===== config.mk =====
export PLATFORM = sky130hd
export DESIGN_NAME = ntcbt_ratio
export DESIGN_NICKNAME = d
export VERILOG_FILES = /design/src/hw/rtl/ntc_beta_temperature_core_assert.svh /design/src/hw/rtl/ntcbt_pkg.sv /design/src/hw/rtl/ntcbt_ratio.sv
export SDC_FILE = /design/constraint.sdc
export NUM_CORES = 2
export LEC_CHECK = 0
export BUFFER_PORTS_ARGS = -buffer_cell sky130_fd_sc_hd__clkbuf_2
export CAP_MARGIN = 10
export CORE_ASPECT_RATIO = 1.5
export CORE_MARGIN = 5
export CORE_UTILIZATION = 53
export DETAILED_ROUTE_END_ITERATION = 10
export PLACE_DENSITY = 0.75
export REMOVE_ABC_BUFFERS = 1
export SYNTH_ARGS = -nofsm -noshare
export SYNTH_HDL_FRONTEND = slang
export SYNTH_SLANG_ARGS = --single-unit

===== constraint.sdc =====
create_clock -name clk -period 3.15 [get_ports clk]
set_input_delay 0.1575 -clock clk [delete_from_list [all_inputs] [get_ports clk]]
set_output_delay 0.1575 -clock clk [all_outputs]
set_load 0.01 [all_outputs]

===== src/hw/rtl/ntc_beta_temperature_core_assert.svh =====
// Assertion macros shared by the thermistor core RTL.
`ifndef NTC_BETA_TEMPERATURE_CORE_ASSERT_SVH
`define NTC_BETA_TEMPERATURE_CORE_ASSERT_SVH

// Same-cycle implication.
`define NTCBT_ASSERT_IMPLIES(label, clk, rst, ante, cons, msg) \
  label: assert property (@(posedge clk) disable iff (rst) (ante) |-> (cons)) \
    else $error(msg);

// Next-cycle implication.
`define NTCBT_ASSERT_NEXT(label, clk, rst, ante, cons, msg) \
  label: assert property (@(posedge clk) disable iff (rst) (ante) |=> (cons)) \
    else $error(msg);

`endif


===== src/hw/rtl/ntcbt_pkg.sv =====
// Shared types and constants for the thermistor temperature core.
`default_nettype none
package ntcbt_pkg;
  localparam int ADC_FULL_SCALE_DEF = 4095;

  localparam int CODE_W   = 12;
  localparam int BETA_W   = 14;
  localparam int T0_W     = 16;
  localparam int TEMP_W   = 16;
  localparam int STATUS_W = 2;
  localparam int RATIO_W  = 32;
  localparam int LN_W     = 22;
  localparam int KCFG_W   = 37;
  localparam int ADDR_W   = 3;
  localparam int DATA_W   = 32;

  localparam logic [STATUS_W-1:0] STATUS_VALID     = 2'd0;
  localparam logic [STATUS_W-1:0] STATUS_CODE_ZERO = 2'd1;
  localparam logic [STATUS_W-1:0] STATUS_CODE_FULL = 2'd2;

  localparam logic REG_BETA         = 1'b0;
  localparam logic REG_NOMINAL_TEMP = 1'b1;

  localparam logic [BETA_W-1:0] BETA_RESET = 14'd3905;
  localparam logic [T0_W-1:0]   T0_RESET   = 16'd29815;

  localparam logic [31:0] LN2_Q32          = 32'd2977044472;
  localparam logic [22:0] BETA_SCALE       = 23'd6553600;
  localparam logic [6:0]  CENTI_SCALE      = 7'd100;
  localparam logic [17:0] KELVIN_OFFSET_CK = 18'd27315;
  localparam logic [15:0] TEMP_MAX_CC      = 16'd32767;

  // register stages per unit
  localparam int RATIO_LAT = 33;
  localparam int LOG_LAT   = 21;
  localparam int TEMP_LAT  = 22;
  localparam int TOTAL_LAT = RATIO_LAT + LOG_LAT + TEMP_LAT;

  typedef struct packed {
    logic [KCFG_W-1:0] num_base;  // 100 * beta * T0
    logic [KCFG_W-1:0] beta_k;    // 6553600 * beta
    logic [T0_W-1:0]   t0;
  } cfg_t;
endpackage
`default_nettype wire


===== src/hw/rtl/ntcbt_ratio.sv =====
// Range check and pipelined radix-2 divider for the resistance ratio.
`default_nettype none
module ntcbt_ratio #(
  parameter int ADC_FULL_SCALE = ntcbt_pkg::ADC_FULL_SCALE_DEF
) (
  input  logic                           clk,
  input  logic                           rst,
  input  logic                           in_valid,
  input  logic [ntcbt_pkg::CODE_W-1:0]   adc_code,
  output logic                           out_valid,
  output logic [ntcbt_pkg::RATIO_W-1:0]  ratio,
  output logic [ntcbt_pkg::STATUS_W-1:0] out_status
);
  import ntcbt_pkg::*;

  localparam int QW = RATIO_W;
  localparam logic [15:0] FS = 16'(ADC_FULL_SCALE);

  logic                vld [0:QW];
  logic [QW-1:0]       nq  [0:QW];  // dividend bits out the top, quotient in
  logic [CODE_W-1:0]   rem [0:QW];
  logic [CODE_W-1:0]   dv  [0:QW];
  logic [STATUS_W-1:0] st  [0:QW];

  logic [15:0]         diff;
  logic [STATUS_W-1:0] stat;

  assign diff = FS - {4'd0, adc_code};

  always_comb begin
    priority if (adc_code == '0)         stat = STATUS_CODE_ZERO;
    else if ({4'd0, adc_code} >= FS)     stat = STATUS_CODE_FULL;
    else                                 stat = STATUS_VALID;
  end

  always_ff @(posedge clk) begin
    if (rst) vld[0] <= 1'b0;
    else     vld[0] <= in_valid;
  end

  always_ff @(posedge clk) begin
    nq[0]  <= {diff, 16'd0};
    rem[0] <= '0;
    dv[0]  <= adc_code;
    st[0]  <= stat;
  end

  for (genvar k = 1; k <= QW; k++) begin : g_div
    logic [CODE_W:0] t;
    logic            ge;
    logic [CODE_W:0] t_sub;

    assign t     = {rem[k-1], nq[k-1][QW-1]};
    assign ge    = t >= {1'b0, dv[k-1]};
    assign t_sub = t - {1'b0, dv[k-1]};

    always_ff @(posedge clk) begin
      if (rst) vld[k] <= 1'b0;
      else     vld[k] <= vld[k-1];
    end

    always_ff @(posedge clk) begin
      rem[k] <= ge ? t_sub[CODE_W-1:0] : t[CODE_W-1:0];
      nq[k]  <= {nq[k-1][QW-2:0], ge};
      dv[k]  <= dv[k-1];
      st[k]  <= st[k-1];
    end
  end

  assign out_valid  = vld[QW];
  assign ratio      = nq[QW];
  assign out_status = st[QW];
endmodule
`default_nettype wire


# After elaboration in Yosys (flattened, before gate mapping)
# Memories as Yosys holds them, arrays and structs flattened.
# Cells that the tools add are included.
# totals
regBits	0
ram_bits	1947
input_bits	15
output_inout_bits	35
word_cells	175
memories	5
# mem_list
memory	depth	width	read_ports	rd_ports_with_merged_regs	wr	line	source
nq	33	32	33	0	33	ntcbt_ratio.sv:20	logic [QW-1:0] nq [0:QW];
dv	33	12	32	0	33	ntcbt_ratio.sv:22	logic [CODE_W-1:0] dv [0:QW];
rem	33	12	32	0	33	ntcbt_ratio.sv:21	logic [CODE_W-1:0] rem [0:QW];
st	33	2	33	0	33	ntcbt_ratio.sv:23	logic [STATUS_W-1:0] st [0:QW];
vld	33	1	33	0	33	ntcbt_ratio.sv:19	logic vld [0:QW];
# op_classes
addsub	33
order_cmp	33
n_mux	70
n_bitwise	33
n_reduce_logical	1
# ops
cell	count
$ge A13 B12 Y1	32
$mux W12	32
$sub A12 B12 Y12	32
$mux W1	36
$or A1 B1 Y1	33
$sub A12 B12 Y13 const A	1
$ge A12 B12 Y1 const B	1
$logic_not A12 Y1	1
$mux W2	2

# Logic depth before layout (Yosys ltp)
# logic_depth
depth_word	3
depth_mapped	11
mapped_depth_nobuf	10

# Least setup slack after synthesis
# OpenSTA, ideal clock, no wires.
# synth_path
path_type	reg-to-reg
from	memory dv[26][1], in the netlist dv[0][313]
to	memory rem[27][4], in the netlist rem[0][328]
setup_ns	0.121
t_arrival_ns	2.423
required_ns	3.029
setup_slack_ns	0.605
stages_incl_launch_ff	11
path_buffers	1
period_less_slack_ns	2.545
path_cell_list	dfxtp_1 > inv_1 > ha_1 > nor2b_1 > o31a_1 > nor3_2 > o21ai_1 > or3_1 > a311o_1 > buf_6 > mux2_4
# synth_lines
element	line
start: declaration	ntcbt_ratio.sv:22
end: declaration	ntcbt_ratio.sv:21

==> metrics <==
status=complete, no violations; Iter 0 DRT Violations=1458; crit end category=flip-flop; Reg2Reg Setup Slack=270 ps; global-route wire length before repair=150 mm; die height=394 um; Post-CTS Hold Buffers=14; fin crit period=2880 ps; fmax=347 MHz; vias per cell=5.11; number of register bits inferred by synthesis=1509; highest net fanout along the worst path=13; worst skew pair latency=750 ps; WL final=90.0 mm; Final Util=60.1%; post-detail-place hpwl=65.8 mm; pin count of the biggest net entering global routing=34; Synth cell types=70; CP max stage cell=a311o_1; Die X=266 um; fin nets=5168; Mean Syn Cell Area=11.4 um2; final instance area=58900 um2; CTS Buf Count=136; CP arrival=3510 ps; worst slew pin tran=1180 ps; post_cts resized=0; PD cells=1030 nW/um2; die area=105000 um2; leading area contributor after synthesis=dfxtp_1; Final Hold Fails=0; GP Congestion=0.872; Pleak=26.8 nW; I/O pins=50; Filler cells=7902; TritonCTS clock tree=yes; HP Class=in2reg; Layout area overhead=13.0%; Worst R2R End=rem[0][332]; gr ovfl total=0; deepest clock path buffer count=3; Post-CTS Repair Setup Buffers=0; n_diodes=0; max-slew violation count=0; area of placed instances=54000 um2; Setup violations, final=0; Final period util=91.4%; Slew HR=20.7%; end of the critical path=rem[0][332]; synthesized instance count=4567; fin cells=6145; Max Clock Skew=25.1 ps; Setup Total Neg Slack=0 ps; # clock sinks=1509; Critical Path, Cell by Cell=inv_1 -> ha_1 -> nor2b_1 -> o31a_1 -> nor3_2 -> o21ai_1 -> or3_1 -> a311o_1 -> mux2_4; GRT Overall Usage=17.0%; DR DRC count=0; # rows=141; ys flop type=dfxtp_1; Clock transition at path regs=60 ps; kind of critical path=reg2reg; post-synthesis cell area=52100 um2; Post-synth EDFFs=0; CP Launch Type=flip-flop; Seq/Total Area, Yosys=57.9%; WL/cell=14.6 um; Initial Util=53.2%; vias=31400; yosys warns=0; Yosys top cell area share=57.9%; WHS Path Cells=2; H-Tree Depth=4; Final Power=60.9 mW; Post-synth ARST share=0%; CP peak stage delay=580 ps; RSZ-0062 raised after global routing=no; Root Buffer Master=clkbuf_16; initial antenna violation count=0; vias in the first global route=32100; Worst VDD drop=658 uV; core area=98100 um2; R2R depth=9; Initial DRT Pass Iterations=6; leading post-synthesis cells by cell area=dfxtp_1, ha_1, mux2_2, inv_1, a21oi_1; MaxCap Viol Count=0; share of cells above drive strength 1=12.4%; PortBufs=49; beginning of the worst register-to-register path=dv[0][313]; Crit. Startpoint=dv[0][313]; Req. time, crit path=3780 ps; DP Cell Count=5886; Detail Route Antenna Nets=0
## cell type report
| type | instances | area, um2 | share of cell area [%] |
|---|---|---|---|
| repair buffers | 86 | 558 | 0.947 |
| multi-input cells | 2555 | 20000 | 34.0 |
| well taps | 1287 | 1610 | 2.73 |
| clock buffers | 171 | 3710 | 6.30 |
| clock inverters | 74 | 1090 | 1.85 |
| flip-flops and latches | 1509 | 30200 | 51.3 |
| inverters | 463 | 1740 | 2.95 |
## layer usage
metal / GRT usage [%] / part of all wire (%)
met2: 32.5 / 54
met4: 7.66 / 4.4
met5: 0 / 0
met1: 17.6 / 39
met3: 3.38 / 3.1
## through the flow
stage | hold WS (ps) | worst slack, ps
finish | 141 | 270
global route | 88.3 | 76.8
CTS | 59.3 | 244
detailed placement | 312 | 254
global placement | 310 | 368
floorplan | 185 | 133
## state kept, by name, summed over array words and instances (netlist names)
signal  cells
st         66
dv        384
vld        33
rem       372
nq        654
## synth_stat cells, drive strengths merged, types with 81 or more instances
library cell     n
dfxtp         1509
inv            463
ha             372
mux2           273
a21oi          258
nor2           206
o21ai          203
xnor2          122
nand2          113
nor2b          105
xor2           102
a21o            94
nor3            81
## placed cells by master, fill, tap and decap left out, types with 18 or more instances in the layout
master     synthesis  routed
fa_1              30      30
or3_1             33      33
o21ai_0          194     189
inv_1            463     463
clkbuf_16          0     136
nand3_1           19      19
nor2b_1          105     105
mux2_2           265     265
or2_2             23      23
nor2_1           206     206
clkbuf_8           0      18
a21oi_1          257     257
nor3_1            80      80
buf_4              2      23
nand2b_1          78      78
mux2i_1           51      51
dfxtp_1         1509    1509
a211oi_1          37      37
xnor2_1          122     122
clkbuf_2           0      49
o31a_1            30      30
nand4_1           26      26
ha_1             372     372
and3_1            40      40
a31oi_1           29      29
o21a_1            53      53
nand2_1          113     113
and2_1            21      21
xor2_1           102     102
a21o_1            94      94
## worst min-delay path by stage
stage	to	start	slack [ps]
finish	dv[0][5]	adc_code[5]	140
global route	dv[0][5]	adc_code[5]	90
CTS	dv[0][8]	adc_code[8]	60
detailed placement	nq[0][130]	nq[0][97]	310
global placement	nq[0][130]	nq[0][97]	310
floorplan	dv[0][0]	adc_code[0]	190
## kinds of logic after synthesis
kind of cell / synth area share, %
compound gates: 9.99
xor+xnor: 3.76
fa+ha+maj: 10.1
buf+inv: 3.71
flops: 57.9
mux: 6.92
simple gates: 7.61
## power by group
part | internal (mW) | switching, mW | leakage [nW]
Combinational | 9.41 | 9.20 | 12.0
Sequential | 23.3 | 1.88 | 12.6
Clock | 9.88 | 7.22 | 2.29
Total | 42.6 | 18.3 | 26.8
## worst max-delay path, delay by kind of cell, from the launching register on
family	cells	cell delay [ps]
and+or+nand+nor	3	650
buffers and inverters	1	60
AOI/OAI and AO/OA	3	1010
DFF	1	360
adders and majority gates	1	300
muxes	1	400
No activity file was read; power rests on OpenSTA's default activity.
