[src/hw/rtl/ntc_beta_temperature_core_assert.svh]
// Assertion macros shared by the thermistor core RTL.
`ifndef NTC_BETA_TEMPERATURE_CORE_ASSERT_SVH
`define NTC_BETA_TEMPERATURE_CORE_ASSERT_SVH

// Same-cycle implication.
`define NTCBT_ASSERT_IMPLIES(label, clk, rst, ante, cons, msg) \
  label: assert property (@(posedge clk) disable iff (rst) (ante) |-> (cons)) \
    else $error(msg);

// Next-cycle implication.
`define NTCBT_ASSERT_NEXT(label, clk, rst, ante, cons, msg) \
  label: assert property (@(posedge clk) disable iff (rst) (ante) |=> (cons)) \
    else $error(msg);

`endif

[src/hw/rtl/ntcbt_pkg.sv]
// Shared types and constants for the thermistor temperature core.
`default_nettype none
package ntcbt_pkg;
  localparam int ADC_FULL_SCALE_DEF = 4095;

  localparam int CODE_W   = 12;
  localparam int BETA_W   = 14;
  localparam int T0_W     = 16;
  localparam int TEMP_W   = 16;
  localparam int STATUS_W = 2;
  localparam int RATIO_W  = 32;
  localparam int LN_W     = 22;
  localparam int KCFG_W   = 37;
  localparam int ADDR_W   = 3;
  localparam int DATA_W   = 32;

  localparam logic [STATUS_W-1:0] STATUS_VALID     = 2'd0;
  localparam logic [STATUS_W-1:0] STATUS_CODE_ZERO = 2'd1;
  localparam logic [STATUS_W-1:0] STATUS_CODE_FULL = 2'd2;

  localparam logic REG_BETA         = 1'b0;
  localparam logic REG_NOMINAL_TEMP = 1'b1;

  localparam logic [BETA_W-1:0] BETA_RESET = 14'd3905;
  localparam logic [T0_W-1:0]   T0_RESET   = 16'd29815;

  localparam logic [31:0] LN2_Q32          = 32'd2977044472;
  localparam logic [22:0] BETA_SCALE       = 23'd6553600;
  localparam logic [6:0]  CENTI_SCALE      = 7'd100;
  localparam logic [17:0] KELVIN_OFFSET_CK = 18'd27315;
  localparam logic [15:0] TEMP_MAX_CC      = 16'd32767;

  // register stages per unit
  localparam int RATIO_LAT = 33;
  localparam int LOG_LAT   = 21;
  localparam int TEMP_LAT  = 22;
  localparam int TOTAL_LAT = RATIO_LAT + LOG_LAT + TEMP_LAT;

  typedef struct packed {
    logic [KCFG_W-1:0] num_base;  // 100 * beta * T0
    logic [KCFG_W-1:0] beta_k;    // 6553600 * beta
    logic [T0_W-1:0]   t0;
  } cfg_t;
endpackage
`default_nettype wire

[src/hw/rtl/ntcbt_regs.sv]
// APB register file plus registered products of the configuration.
`default_nettype none
`include "ntc_beta_temperature_core_assert.svh"
module ntcbt_regs (
  input  logic                         clk,
  input  logic                         rst,
  input  logic                         psel,
  input  logic                         penable,
  input  logic                         pwrite,
  input  logic [ntcbt_pkg::ADDR_W-1:0] paddr,
  input  logic [ntcbt_pkg::DATA_W-1:0] pwdata,
  output logic [ntcbt_pkg::DATA_W-1:0] prdata,
  output logic                         pready,
  output ntcbt_pkg::cfg_t              cfg
);
  import ntcbt_pkg::*;

  logic              wr;
  logic [BETA_W-1:0] beta;
  logic [T0_W-1:0]   t0;
  logic [29:0]       bt;
  logic [KCFG_W-1:0] num_base;
  logic [KCFG_W-1:0] beta_k;
  logic [T0_W-1:0]   t0_q;

  assign pready = 1'b1;
  assign wr     = psel && penable && pwrite && pready;

  always_ff @(posedge clk) begin
    if (rst) begin
      beta <= BETA_RESET;
      t0   <= T0_RESET;
    end else if (wr) begin
      unique case (paddr[2])
        REG_BETA:         beta <= pwdata[BETA_W-1:0];
        REG_NOMINAL_TEMP: t0   <= pwdata[T0_W-1:0];
        default:          ;
      endcase
    end
  end

  // products are registered after a write, num_base through bt first
  always_ff @(posedge clk) begin
    bt       <= {16'd0, beta} * {14'd0, t0};
    num_base <= {7'd0, bt} * {30'd0, CENTI_SCALE};
    beta_k   <= {23'd0, beta} * {14'd0, BETA_SCALE};
    t0_q     <= t0;
  end

  assign cfg = '{num_base: num_base, beta_k: beta_k, t0: t0_q};

  always_comb begin
    unique case (paddr[2])
      REG_BETA:         prdata = {{(DATA_W-BETA_W){1'b0}}, beta};
      REG_NOMINAL_TEMP: prdata = {{(DATA_W-T0_W){1'b0}}, t0};
      default:          prdata = '0;
    endcase
  end

  `NTCBT_ASSERT_NEXT(a_beta_write, clk, rst, wr && paddr[2] == REG_BETA,
    beta == $past(pwdata[BETA_W-1:0]), "beta register missed a write")
  `NTCBT_ASSERT_NEXT(a_t0_write, clk, rst, wr && paddr[2] == REG_NOMINAL_TEMP,
    t0 == $past(pwdata[T0_W-1:0]), "nominal temp register missed a write")
  `NTCBT_ASSERT_NEXT(a_regs_hold, clk, rst, !wr,
    $stable(beta) && $stable(t0), "register changed without a write")
endmodule
`default_nettype wire

[config.mk]
export PLATFORM = sky130hd
export DESIGN_NAME = ntcbt_regs
export DESIGN_NICKNAME = d
export VERILOG_FILES = /design/src/hw/rtl/ntcbt_pkg.sv /design/src/hw/rtl/ntcbt_regs.sv
export VERILOG_INCLUDE_DIRS = /design/src /design/src/hw/rtl
export SDC_FILE = /design/constraint.sdc
export NUM_CORES = 1
export LEC_CHECK = 0
export BUFFER_PORTS_ARGS = -buffer_cell sky130_fd_sc_hd__buf_2
export CAP_MARGIN = 15
export CORE_ASPECT_RATIO = 0.75
export CORE_UTILIZATION = 56
export CTS_CLUSTER_DIAMETER = 40
export CTS_CLUSTER_SIZE = 24
export DETAILED_ROUTE_END_ITERATION = 12
export PLACE_DENSITY = 0.87
export SLEW_MARGIN = 20
export SYNTH_ARGS = -nofsm -noshare
export SYNTH_HDL_FRONTEND = slang
export SYNTH_SLANG_ARGS = --single-unit
[constraint.sdc]
create_clock -name clk -period 8.2 [get_ports clk]
set_clock_uncertainty 0.1 [all_clocks]
set_input_delay 0.82 -clock clk [delete_from_list [all_inputs] [get_ports clk]]
set_output_delay 0.82 -clock clk [all_outputs]
set_load 0.05 [all_outputs]
Word-level counts from Yosys, hierarchy flattened
Index checks and enable logic that the tools add are counted.
Cells by class
  multiply operators: 3
  multiplexer cells: 1
  bitwise logic cells: 1
  reductions and logical operators: 4
Operators by type and width (count)
  case mux 32 bit (2 select lines): 1
  multiplier 30 x 5 -> 35 bit, second input constant: 1
  multiplier 14 x 16 -> 30 bit: 1
  multiplier 14 x 5 -> 19 bit, second input constant: 1
  AND reduction 2 bit: 2
  logical AND 1 bit: 2
  NOT 1 bit: 1
Storage, ports and cells
  flip-flop bits (word level): 130
  output and inout port bits: 123
  logic and storage cells: 15

Logic depth before layout (Yosys ltp)
  depth in word-level cells: 3
  mapped depth: 22
  gate-level depth less buffers: 21

Least setup slack after synthesis
No wires, ideal clock.
  path kind: reg2reg
  start: register beta[5]
  end: register bt[26]
  library setup time: 0.134 ns
  data arrival time: 5.647 ns
  data required time: 7.966 ns
  setup slack: 2.318 ns
  cell stages (with the launch flop): 21
  buffers on the path: 2
  path through: dfxtp_1 clkbuf_1 clkbuf_1 nand2_1 fa_1 fa_1 inv_1 fa_1 fa_1 fa_1 inv_1 fa_1 inv_1 ha_1 a21o_1 a21o_1 a21o_1 a2111oi_4 a21o_1 o21a_1 o311ai_1
Between the ends
  cells in the longest elaborated chain, start to end: 1
Ends and longest elaborated chain
  start: declaration: RTL line ntcbt_regs.sv:19  | logic [BETA_W-1:0] beta;
  start signal: assignment: RTL line ntcbt_regs.sv:35  | REG_BETA: beta <= pwdata[BETA_W-1:0];
  multiplier 14 x 16 -> 30 bit: RTL line ntcbt_regs.sv:44  | bt <= {16'd0, beta} * {14'd0, t0};
  end signal: assignment: RTL line ntcbt_regs.sv:44
  end: declaration: RTL line ntcbt_regs.sv:21  | logic [29:0] bt;
Every way passes these cells.
A chain may end at the register's enable or synchronous reset.

Worst setup path after layout
  start: register beta[5]
  end: register bt[22]
The elaborated chain is that of the path after synthesis.

==> reports/qor.log <==
[run_status] result of the run finished, final reports clean
[cts] Resize count post-CTS 0
[final_layout] synth-to-layout area growth 8.27%
[place] placed wire-length estimate 27000 um
[cts] CTS Buf Count 17
[cts] CTS Buffer Depth 2
[setup_path] cell with the most instances on the worst path sky130_fd_sc_hd__fa_1
[worst_hold_path] WHS Path Cells 0
[drt] total via count after detailed routing 12300
[setup_path] CP Data Arrival Time 6.58 ns
[setup_path] setup slack on the worst flop-to-flop path 1.85 ns
[cts] hold-fix buffers at CTS 0
[drt] detailed-route wire length per cell 16.2 um
[global_route] vias in the first global route 12600
[cts] setup bufs post-CTS 0
[drt] Initial DRC Count 864
[die] Core Region 27400 sq um
[drt] drt drc 0
[worst_hold_path] hold crit path type reg -> reg
[logic_synthesis] number of synthesized register bits 130
[die] Die Footprint 29000 sq um
[setup_path] R2R Path Start beta[5]
[die] count of pins on the block boundary 163
[timing] hold violation count in the final report 0
[setup_path] Cell Chain, Critical Path nand2_1 > fa_1 > fa_1 > fa_1 > inv_1 > fa_1 > fa_1 > inv_1 > fa_1 > inv_1 > ha_1 > a21o_1 > a21o_1 > a21o_1 > a2111oi_4 > a21oi_1 > o311ai_1
[setup_path] worst reg-to-reg path cell count 17
[final_layout] proportion of layout cells with a drive suffix above 1 8.98%
[die] Die Y 148 um
[logic_synthesis] Seq/Total Area, Yosys 16.4%
[setup_path] terminus of the critical flop-to-flop path bt[22]
[timing] RSZ-0062 raised after global routing false
[final_layout] area of all placed cells without fillers 17100 sq um
[timing] final setup vio count 0
[logic_synthesis] mapped cell area 15800 sq um
[global_route] initial antenna violation count 2
[timing] post-route minimum period 6.35 ns
[global_route] global-route congestion overflow total 0
[setup_path] Critical Path Source Type register
[drt] final antenna-violating net count 0
[place] count of input and output buffers 107
[timing] ratio of final minimum period to clock period 77.4%
[drt] Post-Route WL 36200 um
[logic_synthesis] fraction of registers with async set or reset after synthesis 0%
[cts] clock slew at the register clock pins of the worst setup and hold paths 0.06 ns
[logic_synthesis] EDFF count, synth 0
[global_route] Overall Global Routing Usage 25.6%
[drt] Vias/cell 5.51
[global_route] global-route wire length before repair 59300 um
[logic_synthesis] number of cells produced by synthesis 1777
[worst_hold_path] hold path startpoint bt[2]
[logic_synthesis] number of different library cells in the post-synthesis netlist 76
[place] Final Wtd Congestion 0.873
[cts] H-tree depth 4
[place] post-detailed-placement cell area 16500 sq um
[die] die span in x 196 um
[die] number of cell rows 52
[timing] normalized max-slew margin 34.9%
[cts] insertion delay of the later-clocked pin in the worst-skew pair 0.45 ns
[final_layout] net count reported at finish 2321
[logic_synthesis] Syn Area/Cell 8.91 sq um
[timing] max-slew violations 0
[drt] iteration count of the initial detailed-routing pass 5
[timing] setup tns final 0 ns
[logic_synthesis] Synth Flop Type sky130_fd_sc_hd__dfxtp_1
[logic_synthesis] YS warnings 0
[setup_path] critical path data required time 8.43 ns
[die] starting utilization of the core area 57.8%
[cts] number of sinks on the clock net 130
[cts] root cell of the clock tree sky130_fd_sc_hd__clkbuf_16
[timing] slew at the pin closest to its max-slew limit 0.975 ns
[run] MaxCap Viol Count 0
[setup_path] endpoint class of the critical path register
[setup_path] Setup CP Type reg -> reg
[final_layout] post-route core utilization 62.6%
[worst_hold_path] WHS Endpoint num_base[4]
[timing] Worst Hold Margin 0.287 ns
[setup_path] highest fanout seen on the critical path 21
[setup_path] Critical-path top delay cell sky130_fd_sc_hd__dfxtp_1
[cts] TritonCTS clock tree built
[global_route] pin count of the biggest net entering global routing 31
[setup_path] slowest cell delay on critical path 0.95 ns
[timing] maximum clock frequency 0.158 GHz
synth_stat cells (3+ instances only):
cell type	instances	area, sq um
sky130_fd_sc_hd__o31a_1	3	26.3
sky130_fd_sc_hd__xor2_1	18	158
sky130_fd_sc_hd__o2111ai_1	5	43.8
sky130_fd_sc_hd__a211o_1	5	43.8
sky130_fd_sc_hd__a211oi_2	4	50.1
sky130_fd_sc_hd__a221oi_1	3	26.3
sky130_fd_sc_hd__xnor2_1	44	385
sky130_fd_sc_hd__a211oi_1	9	67.6
sky130_fd_sc_hd__buf_4	37	278
sky130_fd_sc_hd__o311ai_1	3	26.3
sky130_fd_sc_hd__clkbuf_1	50	188
sky130_fd_sc_hd__o21bai_1	7	52.6
sky130_fd_sc_hd__and3_1	4	25.0
sky130_fd_sc_hd__or3_1	3	18.8
sky130_fd_sc_hd__nand4_1	6	37.5
sky130_fd_sc_hd__nand3b_1	12	90.1
sky130_fd_sc_hd__nor2b_1	6	37.5
sky130_fd_sc_hd__o21ai_0	30	150
sky130_fd_sc_hd__mux2_2	6	67.6
sky130_fd_sc_hd__nor3_1	15	75.1
sky130_fd_sc_hd__dfxtp_1	130	2600
sky130_fd_sc_hd__nand3_1	17	85.1
sky130_fd_sc_hd__a31oi_1	7	43.8
sky130_fd_sc_hd__o21ai_1	7	35.0
sky130_fd_sc_hd__nand2_1	202	758
sky130_fd_sc_hd__a21oi_1	73	365
sky130_fd_sc_hd__fa_1	199	3980
sky130_fd_sc_hd__and2_1	116	726
sky130_fd_sc_hd__nor2_1	49	184
sky130_fd_sc_hd__o21a_1	9	67.6
sky130_fd_sc_hd__inv_1	362	1360
sky130_fd_sc_hd__a21o_1	40	300
sky130_fd_sc_hd__ha_1	235	2940
sky130_fd_sc_hd__nand2b_1	6	37.5
cells by family (layout without fill, tap and decap cells):
kind of cell | after synthesis | in the layout | synth area share [%]
AND/OR/NAND/NOR | 447 | 447 | 13.7
flip-flops | 130 | 130 | 16.4
buffers and inverters | 454 | 501 | 11.8
other | 2 | 38 | 0.0474
XOR/XNOR | 62 | 62 | 3.43
AO/OA/AOI/OAI | 240 | 240 | 10.4
multiplexers | 8 | 8 | 0.553
adder cells (fa/ha/maj) | 434 | 434 | 43.7
layout by cell type, fill, tap and decap left out, types with 40 or more instances in the layout:
master,n
sky130_fd_sc_hd__ha_1,235
sky130_fd_sc_hd__xnor2_1,44
sky130_fd_sc_hd__buf_2,107
sky130_fd_sc_hd__fa_1,199
sky130_fd_sc_hd__dfxtp_1,130
sky130_fd_sc_hd__nand2_1,202
sky130_fd_sc_hd__a21o_1,40
sky130_fd_sc_hd__a21oi_1,73
sky130_fd_sc_hd__and2_1,116
sky130_fd_sc_hd__nor2_1,48
sky130_fd_sc_hd__inv_1,362
critical path, delay by kind of cell, from the launching register on:
kind | cells | cell delay [ns]
fa+ha+maj | 7 | 3.33
compound gates | 6 | 1.49
flops | 1 | 0.95
simple gates | 1 | 0.21
buf+inv | 3 | 0.15
state kept, by name, summed over array words and instances (netlist names):
register / cells
num_base: 35
bt: 30
beta_k: 19
t0: 16
t0_q: 16
beta: 14
metal layers:
layer  global-route usage, %  routed length [um]
met1                    32.0               14800
met2                    43.4               17500
met3                    4.93                2800
met4                    10.9                1050
met5                       0                  13
cell type report:
| cell class | count | area [sq um] |
|---|---|---|
| Sequential cell | 130 | 2600 |
| Clock buffer | 19 | 453 |
| Fill cell | 2155 | 10200 |
| Inverter | 362 | 1360 |
| Timing Repair Buffer | 108 | 543 |
| Multi-Input combinational cell | 1228 | 11500 |
| Tap cell | 378 | 473 |
| Clock inverter | 12 | 206 |
| Antenna cell | 1 | 2.50 |
per-stage QoR:
step / worst slack [ns] / instances
3_3_place_gp: 2.00 / 2206
3_5_place_dp: 1.86 / 2206
4_1_cts: 1.84 / 2237
5_1_grt: 1.55 / 2238
6_report: 1.85 / 2238
2_1_floorplan: 2.32 / 1812
worst max-delay path by stage:
stage	from	to
finish	beta[5]	bt[22]
global route	beta[5]	bt[22]
detailed placement	beta[5]	bt[22]
CTS	beta[5]	bt[22]
global placement	beta[5]	bt[22]
floorplan	beta[5]	bt[26]
Power is left out: the tool's default activity adds up to more than one toggle a clock period on the data nets, which glitch-free logic cannot reach.
