===== config.mk =====
export PLATFORM = sky130hd
export DESIGN_NAME = ntcbt_temp
export DESIGN_NICKNAME = d
export VERILOG_FILES = /design/src/hw/rtl/ntc_beta_temperature_core_assert.svh /design/src/hw/rtl/ntcbt_pkg.sv /design/src/hw/rtl/ntcbt_temp.sv
export SDC_FILE = /design/constraint.sdc
export NUM_CORES = 2
export LEC_CHECK = 0
export BUFFER_PORTS_ARGS = -buffer_cell sky130_fd_sc_hd__buf_2
export CORE_ASPECT_RATIO = 0.7
export CORE_MARGIN = 2
export CORE_UTILIZATION = 28
export CTS_BUF_LIST = sky130_fd_sc_hd__clkbuf_4 sky130_fd_sc_hd__clkbuf_8 sky130_fd_sc_hd__clkbuf_16
export DETAILED_ROUTE_END_ITERATION = 8
export PLACE_DENSITY = 0.49
export SLEW_MARGIN = 20
export SYNTH_ARGS = -nofsm -noshare
export SYNTH_HDL_FRONTEND = slang
export SYNTH_SLANG_ARGS = --single-unit

===== constraint.sdc =====
create_clock -name clk -period 15.3 [get_ports clk]
set_input_delay 3.06 -clock clk [delete_from_list [all_inputs] [get_ports clk]]
set_output_delay 3.06 -clock clk [all_outputs]
set_load 0.01 [all_outputs]

===== src/hw/rtl/ntc_beta_temperature_core_assert.svh =====
// Assertion macros shared by the thermistor core RTL.
`ifndef NTC_BETA_TEMPERATURE_CORE_ASSERT_SVH
`define NTC_BETA_TEMPERATURE_CORE_ASSERT_SVH

// Same-cycle implication.
`define NTCBT_ASSERT_IMPLIES(label, clk, rst, ante, cons, msg) \
  label: assert property (@(posedge clk) disable iff (rst) (ante) |-> (cons)) \
    else $error(msg);

// Next-cycle implication.
`define NTCBT_ASSERT_NEXT(label, clk, rst, ante, cons, msg) \
  label: assert property (@(posedge clk) disable iff (rst) (ante) |=> (cons)) \
    else $error(msg);

`endif


===== src/hw/rtl/ntcbt_pkg.sv =====
// Shared types and constants for the thermistor temperature core.
`default_nettype none
package ntcbt_pkg;
  localparam int ADC_FULL_SCALE_DEF = 4095;

  localparam int CODE_W   = 12;
  localparam int BETA_W   = 14;
  localparam int T0_W     = 16;
  localparam int TEMP_W   = 16;
  localparam int STATUS_W = 2;
  localparam int RATIO_W  = 32;
  localparam int LN_W     = 22;
  localparam int KCFG_W   = 37;
  localparam int ADDR_W   = 3;
  localparam int DATA_W   = 32;

  localparam logic [STATUS_W-1:0] STATUS_VALID     = 2'd0;
  localparam logic [STATUS_W-1:0] STATUS_CODE_ZERO = 2'd1;
  localparam logic [STATUS_W-1:0] STATUS_CODE_FULL = 2'd2;

  localparam logic REG_BETA         = 1'b0;
  localparam logic REG_NOMINAL_TEMP = 1'b1;

  localparam logic [BETA_W-1:0] BETA_RESET = 14'd3905;
  localparam logic [T0_W-1:0]   T0_RESET   = 16'd29815;

  localparam logic [31:0] LN2_Q32          = 32'd2977044472;
  localparam logic [22:0] BETA_SCALE       = 23'd6553600;
  localparam logic [6:0]  CENTI_SCALE      = 7'd100;
  localparam logic [17:0] KELVIN_OFFSET_CK = 18'd27315;
  localparam logic [15:0] TEMP_MAX_CC      = 16'd32767;

  // register stages per unit
  localparam int RATIO_LAT = 33;
  localparam int LOG_LAT   = 21;
  localparam int TEMP_LAT  = 22;
  localparam int TOTAL_LAT = RATIO_LAT + LOG_LAT + TEMP_LAT;

  typedef struct packed {
    logic [KCFG_W-1:0] num_base;  // 100 * beta * T0
    logic [KCFG_W-1:0] beta_k;    // 6553600 * beta
    logic [T0_W-1:0]   t0;
  } cfg_t;
endpackage
`default_nettype wire


===== src/hw/rtl/ntcbt_temp.sv =====
// Beta equation denominator, pipelined long division and output clamp.
`default_nettype none
module ntcbt_temp (
  input  logic                              clk,
  input  logic                              rst,
  input  logic                              in_valid,
  input  logic signed [ntcbt_pkg::LN_W-1:0] ln,
  input  logic [ntcbt_pkg::STATUS_W-1:0]    in_status,
  input  ntcbt_pkg::cfg_t                   cfg,
  output logic                              out_valid,
  output logic signed [ntcbt_pkg::TEMP_W-1:0] temp,
  output logic [ntcbt_pkg::STATUS_W-1:0]    out_status
);
  import ntcbt_pkg::*;

  localparam int QB = 17;       // quotient bits, enough to pass the clamp
  localparam int ND = QB + 1;   // overflow check plus one stage per bit

  logic                v1, v2;
  logic signed [38:0]  prod1;
  logic signed [39:0]  den2;
  logic [STATUS_W-1:0] st1, st2;

  logic                nonpos;
  logic [53:0]         a3;

  logic                vld [0:ND];
  logic [53:0]         rem [0:ND];
  logic [38:0]         dn  [0:ND];
  logic                sat [0:ND];
  logic [QB-1:0]       q   [0:ND];
  logic [STATUS_W-1:0] st  [0:ND];

  logic [17:0]         tcc;
  logic                over;

  always_ff @(posedge clk) begin
    if (rst) begin
      v1 <= 1'b0;
      v2 <= 1'b0;
    end else begin
      v1 <= in_valid;
      v2 <= v1;
    end
  end

  always_ff @(posedge clk) begin
    prod1 <= ln * $signed({1'b0, cfg.t0});
    st1   <= in_status;
    den2  <= {prod1[38], prod1} + {3'd0, cfg.beta_k};
    st2   <= st1;
  end

  // numerator rounded by half the denominator
  assign nonpos = den2[39] || (den2 == '0);
  assign a3     = {1'b0, cfg.num_base, 16'd0} + {16'd0, den2[38:1]};

  always_ff @(posedge clk) begin
    if (rst) vld[0] <= 1'b0;
    else     vld[0] <= v2;
  end

  always_ff @(posedge clk) begin
    rem[0] <= a3;
    dn[0]  <= den2[38:0];
    sat[0] <= nonpos;
    q[0]   <= '0;
    st[0]  <= st2;
  end

  for (genvar j = 0; j < ND; j++) begin : g_div
    logic [55:0] shv;
    logic        ge;

    assign shv = {17'd0, dn[j]} << (QB - j);
    assign ge  = {2'd0, rem[j]} >= shv;

    always_ff @(posedge clk) begin
      if (rst) vld[j+1] <= 1'b0;
      else     vld[j+1] <= vld[j];
    end

    if (j == 0) begin : g_ovf
      always_ff @(posedge clk) begin
        rem[j+1] <= rem[j];
        sat[j+1] <= sat[j] || ge;
        q[j+1]   <= q[j];
      end
    end else begin : g_bit
      always_ff @(posedge clk) begin
        rem[j+1] <= ge ? (rem[j] - shv[53:0]) : rem[j];
        sat[j+1] <= sat[j];
        q[j+1]   <= {q[j][QB-2:0], ge};
      end
    end

    always_ff @(posedge clk) begin
      dn[j+1] <= dn[j];
      st[j+1] <= st[j];
    end
  end

  assign tcc  = {1'b0, q[ND]} - KELVIN_OFFSET_CK;
  assign over = sat[ND] || ($signed(tcc) > $signed({2'b00, TEMP_MAX_CC}));

  always_ff @(posedge clk) begin
    if (rst) out_valid <= 1'b0;
    else     out_valid <= vld[ND];
  end

  always_ff @(posedge clk) begin
    out_status <= st[ND];
    if (st[ND] != STATUS_VALID) temp <= '0;
    else if (over)              temp <= $signed(TEMP_MAX_CC);
    else                        temp <= $signed(tcc[TEMP_W-1:0]);
  end
endmodule
`default_nettype wire


=== Word level (Yosys, flattened, before mapping) ===
Memories as Yosys holds them, arrays and structs flattened. A register that Yosys moved wholly into a read port is not among the register bits.
Index checks and enable logic that the tools add are counted.

* Add/subtract/negate cells: 20
* $mul: 1
* $lt $le $gt $ge: 19
* Mux-type cells: 40
* Bitwise logic cells: 19
* Reductions and logical operators: 6

{| class="wikitable"
|+ Operators by type and width
! cell !! count
|-
| 54-bit two-way mux || 17
|-
| 54-bit subtractor || 2
|-
| 54-bit by 56-bit >= comparator with 1-bit output || 1
|-
| 54-bit by 55-bit >= comparator with 1-bit output || 1
|-
| 53-bit by 38-bit adder with 54-bit output || 1
|-
| 54-bit by 39-bit >= comparator with 1-bit output || 1
|-
| 54-bit by 40-bit >= comparator with 1-bit output || 1
|-
| 54-bit by 41-bit >= comparator with 1-bit output || 1
|-
| 54-bit by 42-bit >= comparator with 1-bit output || 1
|-
| 54-bit by 43-bit >= comparator with 1-bit output || 1
|-
| 54-bit by 44-bit >= comparator with 1-bit output || 1
|-
| 54-bit by 45-bit >= comparator with 1-bit output || 1
|-
| 54-bit by 46-bit >= comparator with 1-bit output || 1
|-
| 54-bit by 47-bit >= comparator with 1-bit output || 1
|-
| 54-bit by 48-bit >= comparator with 1-bit output || 1
|-
| 54-bit by 49-bit >= comparator with 1-bit output || 1
|-
| 54-bit by 50-bit >= comparator with 1-bit output || 1
|-
| 54-bit by 51-bit >= comparator with 1-bit output || 1
|-
| 54-bit by 52-bit >= comparator with 1-bit output || 1
|-
| 54-bit by 53-bit >= comparator with 1-bit output || 1
|-
| 54-bit >= comparator || 1
|-
| 54-bit by 39-bit subtractor with 54-bit output || 1
|-
| 54-bit by 40-bit subtractor with 54-bit output || 1
|-
| 54-bit by 41-bit subtractor with 54-bit output || 1
|-
| 23 further kinds || 64
|}

* Flip-flop bits (word level): 103
* Memory bits (writable): 2166
* Output and inout bits: 19
* Memories kept: 6

{| class="wikitable"
|+ Memories
! name !! words !! bits a word !! read ports !! clocked after Yosys merged registers in !! write ports !! RTL line !! source
|-
| rem || 19 || 54 || 18 || 0 || 19 || ntcbt_temp.sv:28 || <nowiki>logic [53:0] rem [0:ND];</nowiki>
|-
| dn || 19 || 39 || 18 || 0 || 19 || ntcbt_temp.sv:29 || <nowiki>logic [38:0] dn [0:ND];</nowiki>
|-
| q || 19 || 17 || 19 || 0 || 19 || ntcbt_temp.sv:31 || <nowiki>logic [QB-1:0] q [0:ND];</nowiki>
|-
| st || 19 || 2 || 19 || 0 || 19 || ntcbt_temp.sv:32 || <nowiki>logic [STATUS_W-1:0] st [0:ND];</nowiki>
|-
| sat || 19 || 1 || 19 || 0 || 19 || ntcbt_temp.sv:30 || <nowiki>logic sat [0:ND];</nowiki>
|-
| vld || 19 || 1 || 19 || 1 || 19 || ntcbt_temp.sv:27 || <nowiki>logic vld [0:ND];</nowiki>
|}

=== Longest topological paths before layout ===
An unclocked memory read counts as a cell.

* Word-level depth: 5
* Mapped depth: 26

=== Worst setup path before layout ===
OpenSTA, ideal clock, no wires.

* Path kind: input-to-reg
* Start: in cfg[7] in the netlist's numbering
* End: reg prod1[31]
* Library setup time: 0.120 ns
* Arrival time: 8.907 ns
* Data required time: 15.180 ns
* Setup slack: 6.273 ns
* Cell stages on the path: 24
* Path through: clkbuf_1 and2_1 fa_1 inv_1 fa_1 fa_1 fa_1 inv_1 fa_1 inv_1 fa_1 inv_1 ha_1 and3_1 nand3_1 or3_1 a21boi_0 nor3_1 o31ai_1 a21oi_1 o21ai_0 a21o_1 a21oi_1 xnor2_1

* Longest elaborated chain between the ends: 1

{| class="wikitable"
|+ RTL lines
! item !! RTL line !! source
|-
| from (decl) || ntcbt_temp.sv:9 || <nowiki>input ntcbt_pkg::cfg_t cfg,</nowiki>
|-
| 22-bit by 17-bit multiplier with 39-bit output || ntcbt_temp.sv:48 || <nowiki>prod1 <= ln * $signed({1'b0, cfg.t0});</nowiki>
|-
| to (signal assigned) || ntcbt_temp.sv:48 ||
|-
| to (decl) || ntcbt_temp.sv:20 || <nowiki>logic signed [38:0] prod1;</nowiki>
|}

No other way between the ends.
A chain may end at the register's enable or synchronous reset.

=== Worst setup path in the final report ===
Same ends and word-level chain as after synthesis.

==> results.yml <==
run_status:
  status: "complete, no violations"
cells_and_area:
  mostFrequentLayoutCell: "dfxtp_1"
  final_cells: 15870
  finalNetCount: 12370
  syn2layout_area_growth_pct: 12.48
  seqCellArea_mm2: 0.03682
  filler_cell_count: 36870
  most-common-layout-cells: "dfxtp_1 (1,839), inv_1 (1,306), a21oi_1 (912), nand2_1 (878), ha_1 (857)"
  drive_gt1_frac: 0.06855
  final_util: 0.3172
  multi_input_area_mm2: 0.05637
critical_path:
  rrSetupSlack_ps: 10070
  critical_path_class: "primary input to flop"
  critical_path.startpoint: "cfg[7]"
  cp.required_ps: 16000
  path_max_fanout: 22
  r2r-end: "rem[17][33]$_DFF_P_"
  crit_arrival_ps: 9920
  critPathCaptureType: "flop"
  worstSetupEndpoint: "prod1[31]$_DFF_P_"
  start_kind: "primary input"
  reg2reg_from: "dn[16][13]$_DFF_P_"
  reg2reg_depth: 13
clocking:
  clkTransAtPathRegs_ps: 60
  cts_tree: "done"
  clkLatencyLatePin_ps: 880
  h-tree-depth: 4
  clock_sinks: 1839
  numCtsBuffers: 196
  cts_hold_buf: 0
  cts_buffer_depth: 4
  cts_setup_buffers: 0
  postCtsResizedCells: 0
  cts_root_buf: "clkbuf_16"
floorplanning:
  die_y_um: 502.2
  core_mm2: 0.3521
  dieArea_mm2: 0.3594
  io_pins: 136
  rows: 182
  start_util: 0.2820
  dieWidth_um: 715.7
route:
  drc: 0
  antenna_left: 0
  vias_per_cell: 4.717
  post_drt_wl_per_cell_um: 17.71
  routed_wl_um: 281100
  wl_met2_um: 103700
  met1Wirelength_um: 151100
  dr_wl_met3_um: 21480
  drt_pass1_iterations: 5
  top_layer: "met5"
  first_iter_violations: 5988
  vias: 74870
logic_synthesis:
  postSynthAreaPerCell_um2: 9.051
  ys_seq_area_frac: 0.3708
  yosys_warnings: 0
  synthDistinctLibCells: 117
  netlist_area_mm2: 0.09929
  synth_ff_type: "dfxtp_1"
  synth_fp_nets: 12310
  async_reset_ff_frac: 0
  synthCells: 10970
  synth_edf_count: 0
  ys_ff_latch: 1839
min_path:
  min_path_type: "flop to flop"
sta:
  slew_headroom: 0.2980
  fin_setup_tns_ps: 0
  finalCritPeriodShare: 0.6022
  hold_viol: 0
  rsz0062_at_grt: "no"
  fmaxAchievable_mhz: 108.5
  worstMarginPinSlew_ps: 1048
  setup_ws_ps: 6086
  setup_viol: 0
  slew_viol_final: 0
  skew_ps: 98.79
  min_period_ps: 9214
placed_design:
  hpwlAfterDp_um: 226300
  place.gp.congestion: 0.8602
  port-buffer-count: 135
  pre_cts_slack_ps: 5240
  dp.cells: 15520
grt:
  grt_start_max_net_pins: 80
  grt_remaining_overflow: 0
  antenna_found_initial: 40
  grt_util_all_layers: 0.1537
  grt_pass1_vias: 70540
  grt_pass1_wl_um: 431600
job:
  drv_cap: 0
cell families (layout without fill, tap and decap cells):
group	count (synthesis)	count (layout)	share of synthesized area
compound gates	2684	2684	0.1700
buf+inv	1614	1820	0.06243
simple gates	2726	2726	0.1333
flops	1839	1839	0.3708
other cells	0	4	0
xor+xnor	734	734	0.06475
fa+ha+maj	1224	1224	0.1820
mux	148	148	0.01680
cell type report:
type,instances,area share
flip-flops and latches,1839,0.3297
clock inverters,86,0.009904
repair buffers,165,0.008067
clock buffers,261,0.05101
well taps,4692,0.05257
multi-input cells,7516,0.5047
diodes,4,0.00008963
inverters,1308,0.04396
worst max-delay path, stage by stage:
cell      delay [ps]
buf_2            280
and2_1           250
fa_1             530
inv_1             60
fa_1             560
fa_1             450
fa_1             490
inv_1             50
fa_1             530
inv_1             50
fa_1             520
inv_1             40
ha_1             330
and3_1           220
nand3_1           80
or3_1            360
a21boi_0         470
nor3_1           180
o31ai_1          530
a21oi_1          190
o21ai_0          300
a21o_1           160
a21oi_1           70
xnor2_1          120
synthesized netlist by cell type (105+ instances only):
cell type,number,share of area
dfxtp_1,1839,0.37
inv_1,1306,0.049
a21oi_1,914,0.046
nand2_1,878,0.033
ha_1,857,0.11
nor2_1,628,0.024
o21ai_0,588,0.030
a21o_1,451,0.034
xnor2_1,422,0.037
fa_1,367,0.074
xor2_1,312,0.028
clkbuf_1,229,0.0087
and2_1,177,0.011
nand3_1,163,0.0082
nand4_1,150,0.0095
nor3_1,137,0.0069
nor2b_1,124,0.0078
mux2_2,111,0.013
nand2b_1,105,0.0066
metrics by stage:
| stage | cell area (µm²) | hold slack, ps |
|---|---|---|
| 2_1_floorplan | 99290 | 309.6 |
| 3_3_place_gp | 104900 | 309.6 |
| 3_5_place_dp | 104900 | 312.1 |
| 4_1_cts | 111700 | 256.0 |
| 5_1_grt | 111700 | 268.7 |
| 6_report | 111700 | 266.1 |
sequential cells by signal, indices dropped and copies added, names as in the netlist, 19 cells and up:
register	cells
dn	534
st	38
vld	19
sat	19
rem	972
prod1	39
den2	40
q	153
worst min path at each step:
| stage | startpoint | to | slack, ps | cells past startpoint |
|---|---|---|---|---|
| 5_1_grt | dn[13][38]$_DFF_P_ | dn[14][38]$_DFF_P_ | 270 | 0 |
| 2_1_floorplan | q[9][0]$_DFF_P_ | q[10][1]$_DFF_P_ | 310 | 0 |
| 3_5_place_dp | st[9][1]$_DFF_P_ | st[10][1]$_DFF_P_ | 310 | 0 |
| 3_3_place_gp | q[12][0]$_DFF_P_ | q[13][1]$_DFF_P_ | 310 | 0 |
| 4_1_cts | dn[13][38]$_DFF_P_ | dn[14][38]$_DFF_P_ | 260 | 0 |
| 6_report | dn[13][38]$_DFF_P_ | dn[14][38]$_DFF_P_ | 270 | 0 |
routing by layer:
layer,GRT usage,vias to the layer above
met1,0.2479,35000
met3,0.03304,321
met4,0.02672,6
met2,0.2040,2082
li1,-,37460
met5,0,-
Power is left out: the tool's default activity adds up to more than one toggle a clock period on the data nets, which glitch-free logic cannot reach.
